===== src/rtl/jse_pkg.sv =====
// ----------------------------------------------------------------------------
// jse_pkg
// Shared types and constants of the JSON string escaper.
// ----------------------------------------------------------------------------
package jse_pkg;

    localparam int QUEUE_DEPTH = 4;
    localparam int CP_W        = 21;

    // work codes
    localparam logic [1:0] OP_NONE = 2'd0;
    localparam logic [1:0] OP_RAW  = 2'd1;
    localparam logic [1:0] OP_ESC2 = 2'd2;
    localparam logic [1:0] OP_CODE = 2'd3;

    // characters
    localparam logic [7:0] CH_QUOTE = 8'h22;
    localparam logic [7:0] CH_BSL   = 8'h5C;
    localparam logic [7:0] CH_SLASH = 8'h2F;
    localparam logic [7:0] CH_U     = 8'h75;
    localparam logic [7:0] CH_B     = 8'h62;
    localparam logic [7:0] CH_F     = 8'h66;
    localparam logic [7:0] CH_N     = 8'h6E;
    localparam logic [7:0] CH_R     = 8'h72;
    localparam logic [7:0] CH_T     = 8'h74;

    localparam logic [CP_W-1:0] CP_BMP_MAX = 21'h00FFFF;
    localparam logic [CP_W-1:0] CP_PLANE1  = 21'h010000;
    localparam logic [5:0]      SURR_HI    = 6'b110110;
    localparam logic [5:0]      SURR_LO    = 6'b110111;

    typedef struct packed {
        logic            open_q;
        logic [1:0]      op;
        logic [7:0]      ch;
        logic [CP_W-1:0] code;
        logic            close_q;
    } t_job;

    function automatic logic [7:0] hex_char(input logic [3:0] nib);
        logic [7:0] r;
        if (nib < 4'd10) begin
            r = 8'h30 + {4'd0, nib};
        end else begin
            r = 8'h37 + {4'd0, nib};
        end
        return r;
    endfunction

endpackage


===== src/rtl/jse_front.sv =====
// ----------------------------------------------------------------------------
// jse_front
// Classifies input bytes, gathers UTF-8 sequences and issues at most one job per item.
// ----------------------------------------------------------------------------
module jse_front (
    input  logic           i_clk,
    input  logic           i_rst_n,
    input  logic           i_accept,
    input  logic           i_kind,
    input  logic [7:0]     i_data_byte,
    output logic           o_push,
    output jse_pkg::t_job  o_job
);

    logic                      r_at_start, n_at_start;
    logic [1:0]                r_pend, n_pend;
    logic [jse_pkg::CP_W-1:0]  r_accum, n_accum;
    logic [jse_pkg::CP_W-1:0]  acc_next;
    logic [1:0]                pend_dec;
    jse_pkg::t_job             job;

    assign acc_next = {r_accum[jse_pkg::CP_W-7:0], i_data_byte[5:0]};
    assign pend_dec = r_pend - 2'd1;

    always_comb begin
        n_at_start  = r_at_start;
        n_pend      = r_pend;
        n_accum     = r_accum;
        job.open_q  = r_at_start;
        job.op      = jse_pkg::OP_NONE;
        job.ch      = i_data_byte;
        job.code    = {{(jse_pkg::CP_W-8){1'b0}}, i_data_byte};
        job.close_q = 1'b0;
        if (i_kind) begin
            job.close_q = 1'b1;
            n_at_start  = 1'b1;
            n_pend      = 2'd0;
            n_accum     = '0;
            case (r_pend)
                2'd1:    job.code = {r_accum[jse_pkg::CP_W-7:0], 6'd0};
                2'd2:    job.code = {r_accum[jse_pkg::CP_W-13:0], 12'd0};
                2'd3:    job.code = {r_accum[jse_pkg::CP_W-19:0], 18'd0};
                default: job.code = r_accum;
            endcase
            if (r_pend != 2'd0) begin
                job.op = jse_pkg::OP_CODE;
            end
        end else begin
            n_at_start = 1'b0;
            if (r_pend != 2'd0) begin
                n_pend  = pend_dec;
                n_accum = acc_next;
                if (pend_dec == 2'd0) begin
                    job.op   = jse_pkg::OP_CODE;
                    job.code = acc_next;
                    n_accum  = '0;
                end
            end else begin
                job.op = jse_pkg::OP_ESC2;
                unique case (i_data_byte)
                    jse_pkg::CH_QUOTE: job.ch = jse_pkg::CH_QUOTE;
                    jse_pkg::CH_BSL:   job.ch = jse_pkg::CH_BSL;
                    jse_pkg::CH_SLASH: job.ch = jse_pkg::CH_SLASH;
                    8'h08:             job.ch = jse_pkg::CH_B;
                    8'h0C:             job.ch = jse_pkg::CH_F;
                    8'h0A:             job.ch = jse_pkg::CH_N;
                    8'h0D:             job.ch = jse_pkg::CH_R;
                    8'h09:             job.ch = jse_pkg::CH_T;
                    default: begin
                        if (i_data_byte < 8'h20) begin
                            job.op = jse_pkg::OP_CODE;
                        end else if (i_data_byte[7:4] == 4'hF) begin
                            job.op  = jse_pkg::OP_NONE;
                            n_accum = {{(jse_pkg::CP_W-3){1'b0}}, i_data_byte[2:0]};
                            n_pend  = 2'd3;
                        end else if (i_data_byte[7:5] == 3'b111) begin
                            job.op  = jse_pkg::OP_NONE;
                            n_accum = {{(jse_pkg::CP_W-4){1'b0}}, i_data_byte[3:0]};
                            n_pend  = 2'd2;
                        end else if (i_data_byte[7:6] == 2'b11) begin
                            job.op  = jse_pkg::OP_NONE;
                            n_accum = {{(jse_pkg::CP_W-5){1'b0}}, i_data_byte[4:0]};
                            n_pend  = 2'd1;
                        end else begin
                            job.op = jse_pkg::OP_RAW;
                        end
                    end
                endcase
            end
        end
    end

    assign o_job  = job;
    assign o_push = i_accept && (job.open_q || job.close_q || job.op != jse_pkg::OP_NONE);

    always_ff @(posedge i_clk) begin
        if (!i_rst_n) begin
            r_at_start <= 1'b1;
            r_pend     <= 2'd0;
            r_accum    <= '0;
        end else if (i_accept) begin
            r_at_start <= n_at_start;
            r_pend     <= n_pend;
            r_accum    <= n_accum;
        end
    end

endmodule


===== src/rtl/jse_queue.sv =====
// ----------------------------------------------------------------------------
// jse_queue
// Small job queue between the classifier and the character sequencer.
// ----------------------------------------------------------------------------
module jse_queue #(
    parameter int DEPTH = jse_pkg::QUEUE_DEPTH
) (
    input  logic           i_clk,
    input  logic           i_rst_n,
    input  logic           i_push,
    input  jse_pkg::t_job  i_job,
    output logic           o_full,
    output logic           o_valid,
    output jse_pkg::t_job  o_job,
    input  logic           i_pop
);

    localparam int PW = $clog2(DEPTH);
    localparam int CW = $clog2(DEPTH + 1);
    localparam logic [PW-1:0] LAST = PW'(DEPTH - 1);
    localparam logic [CW-1:0] FULL = CW'(DEPTH);

    jse_pkg::t_job  r_mem [DEPTH];
    logic [PW-1:0]  r_wr, r_rd;
    logic [CW-1:0]  r_cnt, n_cnt;
    logic           do_push, do_pop;

    assign o_full  = (r_cnt == FULL);
    assign o_valid = (r_cnt != '0);
    assign o_job   = r_mem[r_rd];
    assign do_push = i_push && !o_full;
    assign do_pop  = i_pop && o_valid;

    always_comb begin
        n_cnt = r_cnt;
        if (do_push && !do_pop) begin
            n_cnt = r_cnt + CW'(1);
        end else if (do_pop && !do_push) begin
            n_cnt = r_cnt - CW'(1);
        end
    end

    always_ff @(posedge i_clk) begin
        if (do_push) begin
            r_mem[r_wr] <= i_job;
        end
    end

    always_ff @(posedge i_clk) begin
        if (!i_rst_n) begin
            r_wr  <= '0;
            r_rd  <= '0;
            r_cnt <= '0;
        end else begin
            r_cnt <= n_cnt;
            if (do_push) begin
                r_wr <= (r_wr == LAST) ? '0 : r_wr + PW'(1);
            end
            if (do_pop) begin
                r_rd <= (r_rd == LAST) ? '0 : r_rd + PW'(1);
            end
        end
    end

endmodule


===== src/rtl/jse_back.sv =====
// ----------------------------------------------------------------------------
// jse_back
// Expands one job into output characters, one per cycle while each result is
// taken, into the result register.
// ----------------------------------------------------------------------------
module jse_back (
    input  logic           i_clk,
    input  logic           i_rst_n,
    input  logic           i_valid,
    input  jse_pkg::t_job  i_job,
    output logic           o_pop,
    output logic           o_empty,
    output logic [7:0]     o_out_char,
    output logic           o_last_char,
    input  logic           i_pop
);

    localparam logic [1:0] PH_OPEN  = 2'd0;
    localparam logic [1:0] PH_BODY  = 2'd1;
    localparam logic [1:0] PH_CLOSE = 2'd2;

    logic [1:0]   r_phase, n_phase;
    logic [3:0]   r_idx, n_idx;
    logic         r_out_valid;
    logic [7:0]   r_out_char;
    logic         r_out_last;

    logic [3:0]   body_len;
    logic         pair;
    logic [19:0]  off;
    logic [15:0]  word;
    logic [3:0]   j;
    logic         cur_open, cur_body;
    logic         last_of_job;
    logic [7:0]   ch;
    logic [3:0]   nib;
    logic         load;

    assign off  = 20'(i_job.code - jse_pkg::CP_PLANE1);
    assign pair = (i_job.code > jse_pkg::CP_BMP_MAX);
    assign j    = (r_idx >= 4'd6) ? r_idx - 4'd6 : r_idx;

    always_comb begin
        case (i_job.op)
            jse_pkg::OP_RAW:  body_len = 4'd1;
            jse_pkg::OP_ESC2: body_len = 4'd2;
            jse_pkg::OP_CODE: body_len = pair ? 4'd12 : 4'd6;
            default:          body_len = 4'd0;
        endcase
        if (!pair) begin
            word = i_job.code[15:0];
        end else if (r_idx < 4'd6) begin
            word = {jse_pkg::SURR_HI, off[19:10]};
        end else begin
            word = {jse_pkg::SURR_LO, off[9:0]};
        end
        case (j)
            4'd2:    nib = word[15:12];
            4'd3:    nib = word[11:8];
            4'd4:    nib = word[7:4];
            default: nib = word[3:0];
        endcase
    end

    assign cur_open = (r_phase == PH_OPEN) && i_job.open_q;
    assign cur_body = !cur_open && (r_phase != PH_CLOSE) && (r_idx < body_len);

    always_comb begin
        ch          = jse_pkg::CH_QUOTE;
        last_of_job = 1'b1;
        n_phase     = PH_OPEN;
        n_idx       = '0;
        if (cur_open) begin
            last_of_job = (body_len == 4'd0) && !i_job.close_q;
            n_phase     = PH_BODY;
        end else if (cur_body) begin
            last_of_job = (r_idx + 4'd1 >= body_len) && !i_job.close_q;
            n_phase     = PH_BODY;
            n_idx       = r_idx + 4'd1;
            case (i_job.op)
                jse_pkg::OP_RAW:  ch = i_job.ch;
                jse_pkg::OP_ESC2: ch = (r_idx == 4'd0) ? jse_pkg::CH_BSL : i_job.ch;
                default: begin
                    if (j == 4'd0) begin
                        ch = jse_pkg::CH_BSL;
                    end else if (j == 4'd1) begin
                        ch = jse_pkg::CH_U;
                    end else begin
                        ch = jse_pkg::hex_char(nib);
                    end
                end
            endcase
        end
        if (last_of_job) begin
            n_phase = PH_OPEN;
            n_idx   = '0;
        end
    end

    assign load        = i_valid && (!r_out_valid || i_pop);
    assign o_pop       = load && last_of_job;
    assign o_empty     = !r_out_valid;
    assign o_out_char  = r_out_char;
    assign o_last_char = r_out_last;

    always_ff @(posedge i_clk) begin
        if (load) begin
            r_out_char <= ch;
            r_out_last <= !cur_open && !cur_body;
        end
    end

    always_ff @(posedge i_clk) begin
        if (!i_rst_n) begin
            r_phase     <= PH_OPEN;
            r_idx       <= '0;
            r_out_valid <= 1'b0;
        end else begin
            if (load) begin
                r_phase     <= n_phase;
                r_idx       <= n_idx;
                r_out_valid <= 1'b1;
            end else if (i_pop) begin
                r_out_valid <= 1'b0;
            end
        end
    end

endmodule


===== src/rtl/json_string_escaper.sv =====
// ----------------------------------------------------------------------------
// json_string_escaper
// Turns UTF-8 string bytes and an end-of-string item into a quoted, escaped
// JSON string literal, one character per transfer.
// ----------------------------------------------------------------------------
// Each input item is classified in the cycle it is taken. An item that sends
// characters is queued as one job; a lead byte or an inner continuation byte
// only updates the gathered code point and queues nothing, unless it carries
// the opening quote. The sequencer then sends one output character per cycle
// while it is popped. A plain byte gives one character, a two-character
// escape two, a \u escape six and a surrogate pair twelve, plus one each for
// the opening and closing quotes. Input is taken every cycle while the job
// queue (QUEUE_DEPTH jobs) has room; the character sequencer sets the rate.
module json_string_escaper #(
    parameter int QUEUE_DEPTH = jse_pkg::QUEUE_DEPTH
) (
    input  logic        i_clk,
    input  logic        i_rst_n,
    input  logic        push,
    output logic        full,
    input  logic        i_kind,
    input  logic [7:0]  i_data_byte,
    output logic        empty,
    input  logic        pop,
    output logic [7:0]  o_out_char,
    output logic        o_last_char
);

    jse_pkg::t_job  f_job, q_job;
    logic           f_push, q_valid, q_pop, q_full;

    assign full = q_full;

    jse_front u_front (
        .i_clk       (i_clk),
        .i_rst_n     (i_rst_n),
        .i_accept    (push && !q_full),
        .i_kind      (i_kind),
        .i_data_byte (i_data_byte),
        .o_push      (f_push),
        .o_job       (f_job)
    );

    jse_queue #(
        .DEPTH (QUEUE_DEPTH)
    ) u_queue (
        .i_clk   (i_clk),
        .i_rst_n (i_rst_n),
        .i_push  (f_push),
        .i_job   (f_job),
        .o_full  (q_full),
        .o_valid (q_valid),
        .o_job   (q_job),
        .i_pop   (q_pop)
    );

    jse_back u_back (
        .i_clk       (i_clk),
        .i_rst_n     (i_rst_n),
        .i_valid     (q_valid),
        .i_job       (q_job),
        .o_pop       (q_pop),
        .o_empty     (empty),
        .o_out_char  (o_out_char),
        .o_last_char (o_last_char),
        .i_pop       (pop)
    );

endmodule


===== config.mk =====
export PLATFORM = sky130hd
export DESIGN_NAME = json_string_escaper
export DESIGN_NICKNAME = d
export VERILOG_FILES = /design/src/rtl/jse_pkg.sv /design/src/rtl/jse_front.sv /design/src/rtl/jse_queue.sv /design/src/rtl/jse_back.sv /design/src/rtl/json_string_escaper.sv
export SDC_FILE = /design/constraint.sdc
export NUM_CORES = 1
export LEC_CHECK = 0
export BUFFER_PORTS_ARGS = -buffer_cell sky130_fd_sc_hd__buf_2
export CAP_MARGIN = 25
export CORE_UTILIZATION = 50
export DETAILED_ROUTE_END_ITERATION = 10
export GPL_TIMING_DRIVEN = 0
export PLACE_DENSITY = 0.66
export RECOVER_POWER = 100
export SLEW_MARGIN = 20
export SYNTH_ARGS = -nofsm -noshare
export SYNTH_HDL_FRONTEND = slang
export SYNTH_SLANG_ARGS = --single-unit

===== constraint.sdc =====
create_clock -name i_clk -period 13.28 [get_ports i_clk]
set_clock_uncertainty 0.05 [all_clocks]
set_input_delay 0.664 -clock i_clk [delete_from_list [all_inputs] [get_ports i_clk]]
set_output_delay 0.664 -clock i_clk [all_outputs]
set_load 0.01 [all_outputs]

==> implementation parameters, run 1 <==
Parameter                              Value

Power
  Portion of total power attributed to combinational logic    0.259
  Switching share of power    0.2986
  Total Power Consumption    1.685 mW
  Peak ir drop on the vdd network    0.09483 mV
  Cell-internal power    1.182 mW
  Leakage    3.274 nW
  Power density over cell area    173.8 nW/um^2
  Sequential group share of total power    0.422
  Switching power    0.5032 mW
  Clock share of power    0.319

Yosys
  Synthesized instance count    686
  Most frequent cells after synthesis    edfxtp_1, nand2_1, o21ai_0, dfxtp_1, nand3_1
  FFs w/ async S/R, synth    0
  Post-Syn Area per Cell    12.68 sq um
  Netlist area before placement    8696 sq um
  Post-synth net total    726
  Cells taking the most area after synthesis    edfxtp_1, dfxtp_1, mux4_2
  Top FF cell, synth    edfxtp_1
  Number of enable-type register cells in the synthesized netlist    141
  Yosys cell types    66
  FF+latch count, synth    180
  Post-synth top area share    0.4869
  Syn. warnings    0
  Largest area contributor in the synthesized netlist    edfxtp_1
  Dominant cell by count in the synthesized netlist    edfxtp_1
  Sequential element share of the synthesized area    0.5767

Die
  Initial core utilization    0.5189
  Number of placed I/O pins    24
  Cell row count    47
  Total Die Area    17920 sq um
  Vertical die dimension    133.9 um
  Area of the core    16760 sq um
  Die outline width    133.9 um

Global route
  Initial antenna violation count    0
  Largest net degree at the start of global routing    23
  GRT Residual Overflow    0
  Global-route total usage across every layer    0.2333
  First-pass GRT wire length    31140 um
  Number of global-route vias before repair    5684

STA
  Setup TNS after final layout    0 ns
  Shortest period the worst path allows    6.316 ns
  Slew HR    0.005408
  Number of setup violations in the final report    0
  Final worst setup slack    6.964 ns
  Final hold violation count    0
  Final Hold Slack    0.4213 ns
  Crit share post-route    0.4756
  RSZ-0062 raised after global routing    no
  Worst Tran Pin Value    1.492 ns
  Number of max-slew violations in the final report    0
  F_max    0.1583 GHz

Clock tree
  Maximum clock path buffer count    2
  H-tree depth    4
  Hold buffer count at CTS    0
  Setup Buffers After CTS    0
  Clock edge transition at the registers on the reported setup and hold paths    0.07 ns
  Clock latency reported for the late side of the worst-skew pair    0.43 ns
  Clock tree from TritonCTS    yes
  Number of buffers created by CTS    17
  CTS Root Cell    clkbuf_16
  Clk sinks    180
  Number of gates given a new drive strength after cts    0

Routing
  Post-detailed-route via-to-cell ratio    5.967
  Remaining design rule violation count    0
  Routed WL    19740 um
  Routed vias    5740
  Length of the first detailed-routing pass in iterations    5
  Starting DRC count in detailed routing    488
  Drt wl/cell    20.52 um
  Remaining antenna violation count    0

Setup path
  Crit path buf inv count    4
  Crit path required time    13.57 ns
  Slowest cell on crit path    nor4_1
  CP endpoint kind    flip-flop
  Worst endpoint data arrival time    6.60 ns
  Kind of critical path    flip-flop to flip-flop
  Flop-to-flop setup slack    6.96 ns
  Setup crit start kind    flip-flop
  Top delay family on crit path    simple AND/OR/NAND/NOR gates
  Ordered cell list for the critical path    clkbuf_1 > clkbuf_1 > mux4_2 > nand4_2 > nor4_1 > mux2i_1 > inv_1 > and3_1 > a21oi_1 > ha_1 > nor2b_1 > o21ai_0 > nand2b_1 > a21o_1 > nand2_1 > o21ai_0 > nand2_1 > ha_1 > inv_1 > fa_1 > xor2_1 > or3_1 > a21boi_0
  Largest driver fanout on the critical path    10
  Max stage delay on crit path    0.69 ns

Finish
  Count of inserted antenna diode cells    0
  Area taken by multi-input logic gates    3391 sq um
  Share of post-route cells with drive strength above 1    0.1024
  Final Cell Area    9694 sq um
  Fin nets    770
  Area overhead of the layout relative to synthesis    11.48%
  FF+latch area    5015 sq um
  Filler cell count    1318

Placed design
  Routability congestion estimate from global placement    0.9212
  Post-DP HPWL    14450 um
  I/O Buffers    21
  Post-placement cell area    9176 sq um
  Post-Place Worst Slack    7.669 ns

Run
  Maxcap violations    1

Worst hold path
  Tightest Hold Check Type    flip-flop to flip-flop

Status
  Result of the run    finished, violations left
  Violations in the final reports    capacitance limit
==> power by group through the flow <==
stage	sequential, mW	clock (mW)	combinational [mW]
6_report	0.711	0.538	0.436
2_1_floorplan	0.723	0	0.302
3_5_place_dp	0.721	0	0.449
5_1_grt	0.718	0.565	0.478
4_1_cts	0.709	0.544	0.451
3_3_place_gp	0.719	0	0.425
==> path summary, 6_finish.rpt <==
| path | startpoint | to | cells after the start |
|---|---|---|---|
| worst max-delay path | flip-flop | u_queue.r_cnt[2]$_SDFFE_PN0P_ | 23 |
| worst min-delay path | u_front.r_accum[18]$_SDFFE_PN0P_ | u_front.r_accum[18]$_SDFFE_PN0P_ | 2 |
| worst max register to register | flip-flop | u_queue.r_cnt[2]$_SDFFE_PN0P_ | 23 |
| worst min register to register | u_front.r_accum[18]$_SDFFE_PN0P_ | u_front.r_accum[18]$_SDFFE_PN0P_ | 2 |
==> per-stage QoR <==
step           utilization  std cells
2_1_floorplan            -        686
3_3_place_gp        0.5415        927
3_5_place_dp        0.5475        931
4_1_cts             0.5856        962
5_1_grt             0.5784        962
6_report            0.5784        962
==> kinds of logic after synthesis <==
group           synth area share
compound gates            0.1128
xor+xnor                 0.01007
fa+ha+maj                0.03971
buf+inv                  0.03165
flops                     0.5767
mux                       0.1106
simple gates              0.1184
==> registers in the layout, summed over array words and instances, names as in the netlist, named ones only <==
signal              flops
u_back.o_out_char       8
u_queue.r_wr            2
u_queue.r_rd            2
u_queue.r_cnt           3
u_back.r_phase          1
u_front.r_pend          2
u_back.r_idx            4
u_back.r_out_valid      1
u_front.r_accum        21
u_front.r_at_start      1
u_back.o_last_char      1
u_queue.r_mem         132
==> placed cells by master, fill, tap and decap left out, drive strengths merged, types with 6 or more instances in the layout <==
master and n:
a21boi 29, a21oi 25, a31oi 8, and2 9
buf 14, clkbuf 64, clkinv 6, dfxtp 39
edfxtp 141, ha 26, inv 28, mux2i 14
mux4 32, nand2 72, nand2b 8, nand3 37
nor2 36, nor2b 16, o21ai 41
==> routing by layer <==
metal	part of all wire	vias up	track usage	routed length (um)
met2	0.48	217	0.3883	9563
li1	-	2673	-	-
met4	0.015	0	0.06881	296
met1	0.45	2824	0.3167	8816
met5	0	-	0	0
met3	0.054	26	0.03628	1068
==> area by class of cell <==
type	instances	area share
buffer	35	0.01691
clock buffer	18	0.04427
clock inverter	13	0.02155
inverter	29	0.01123
multi-input combinational	442	0.3498
sequential	180	0.5173
tap	220	0.02839
timing repair buffer	25	0.01058
==> worst min-delay path, cell delays in order, from the launching register on <==
cell      delay (ns)
dfxtp_1         0.31
nand2_1         0.05
a21boi_0        0.06
No activity file was read; power rests on OpenSTA's default activity.
==> inputs of run 2 (changes only) <==
clock period = 6.1 ns   (was 13.28 ns; I/O delays follow)
==> implementation parameters, run 2 (synthesis results as in run 1) <==
Parameter                              Value

STA
  Shortest period the worst path allows    5.564 ns
  Number of max-slew violations in the final report    0
  RSZ-0062 raised after global routing    no
  Number of setup violations in the final report    0
  Slew HR    0.01243
  Final worst setup slack    0.5363 ns
  Crit share post-route    0.9121
  Worst Tran Pin Value    1.481 ns
  Setup TNS after final layout    0 ns
  F_max    0.1797 GHz
  Final hold violation count    0

Setup path
  Largest driver fanout on the critical path    10
  Crit path required time    6.39 ns
  Kind of critical path    flip-flop to flip-flop
  Setup crit start kind    flip-flop
  CP endpoint kind    flip-flop
  Worst endpoint data arrival time    5.85 ns

Routing
  Remaining design rule violation count    0
  Routed WL    19760 um
  Drt wl/cell    20.54 um
  Remaining antenna violation count    0
  Length of the first detailed-routing pass in iterations    7
  Routed vias    5725
  Starting DRC count in detailed routing    483
  Post-detailed-route via-to-cell ratio    5.951

Finish
  Max reg flops    132
  Area overhead of the layout relative to synthesis    11.70%
  Count of inserted antenna diode cells    0
  Most used cells in the layout excluding fill and tap cells    edfxtp_1, nand2_1, clkbuf_1
  Non-Filler Instances    962
  Filler cell count    1316
  Share of post-route cells with drive strength above 1    0.1078
  Fin nets    770
  Most common cell after layout, fill and taps aside    edfxtp_1
  Final core utilization    0.5795
  Most flops, register    u_queue.r_mem

Die
  Die outline width    133.9 um
  Vertical die dimension    133.9 um
  Total Die Area    17920 sq um
  Number of placed I/O pins    24
  Area of the core    16760 sq um
  Cell row count    47
  Initial core utilization    0.5189

Power
  Power density over cell area    378.0 nW/um^2
  Leakage    3.300 nW
  Peak ir drop on the vdd network    0.2063 mV

Clock tree
  Clock edge transition at the registers on the reported setup and hold paths    0.07 ns
  Number of gates given a new drive strength after cts    0
  Clock tree from TritonCTS    yes
  Clock latency reported for the late side of the worst-skew pair    0.43 ns
  Maximum clock path buffer count    2
  H-tree depth    4
  Clk sinks    180
  Hold buffer count at CTS    0
  Setup Buffers After CTS    0
  CTS Root Cell    clkbuf_16
  Number of buffers created by CTS    17

Run
  Maxcap violations    0

Worst hold path
  Tightest Hold Check Type    input port to flip-flop

Placed design
  Post-DP HPWL    14450 um
  Post-Place Worst Slack    0.4894 ns
  I/O Buffers    21
  DP Cell Count    931
  Routability congestion estimate from global placement    0.9212

Global route
  Number of global-route vias before repair    5684
  First-pass GRT wire length    31140 um
  Global-route total usage across every layer    0.2333
  GRT Residual Overflow    0
  Largest net degree at the start of global routing    23
  Initial antenna violation count    0

Status
  Result of the run    finished clean
run 2: changes by cell type in the layout (fill, tap and decap cells not counted), sizes merged:
| cell | previous run | this run |
|---|---|---|
| clkbuf | 64 | 61 |
| buf | 14 | 17 |
run 2: per-stage QoR:
step           cell area, sq um  hold slack, ns  power, mW
6_report                   9713          0.1368      3.672
4_1_cts                    9814          0.1058      3.711
2_1_floorplan              8696          0.3539      2.231
3_3_place_gp               9076          0.4027      2.490
3_5_place_dp               9176          0.4145      2.547
5_1_grt                    9713          0.1533      3.836
run 2: final timing paths:
kind | to | slack [ns] | cells past startpoint | from
worst min-delay path | u_back.r_out_valid$_SDFFE_PN0P_ | 0.14 | 4 | pop
worst max-delay path | u_queue.r_cnt[2]$_SDFFE_PN0P_ | 0.54 | 23 | flip-flop
worst min register to register | u_front.r_accum[18]$_SDFFE_PN0P_ | 0.42 | 2 | u_front.r_accum[18]$_SDFFE_PN0P_
worst max register to register | u_queue.r_cnt[2]$_SDFFE_PN0P_ | 0.54 | 23 | flip-flop
run 2: cell type report:
cell class                 instances  area (sq um)  area share
clock inverter                    13         209.0     0.02151
timing repair buffer              25         103.9     0.01069
multi-input combinational        442          3406      0.3506
sequential                       180          5015      0.5163
clock buffer                      18         429.2     0.04418
buffer                            35         166.4     0.01713
tap                              220         275.3     0.02834
inverter                          29         108.9     0.01121
run 2: critical path, cell delays in order, from the launching register on:
cell and delay, ns:
dfxtp_1 0.30, buf_2 0.22, buf_2 0.30, mux4_1 0.32
nand4_1 0.17, nor4_4 0.34, mux2i_1 0.50, inv_1 0.15
and3_1 0.19, a21oi_1 0.20, ha_1 0.27, nor2b_1 0.12
o21ai_0 0.13, nand2b_1 0.09, a21o_1 0.21, nand2_1 0.08
o21ai_0 0.17, nand2_1 0.26, ha_1 0.24, inv_1 0.06
fa_1 0.38, xor2_1 0.18, or3_1 0.32, a21boi_0 0.22
run 2: power breakdown:
part	switching [mW]	internal [mW]
clock	0.448	0.724
sequential	0.0520	1.50
combinational	0.598	0.354
total	1.10	2.57
run 2: routing by layer:
metal	vias up	GRT usage	wire length (um)
li1	2676	-	-
met1	2800	0.3167	8639
met2	222	0.3883	9641
met3	27	0.03628	1155
met4	0	0.06881	323
met5	-	0	0
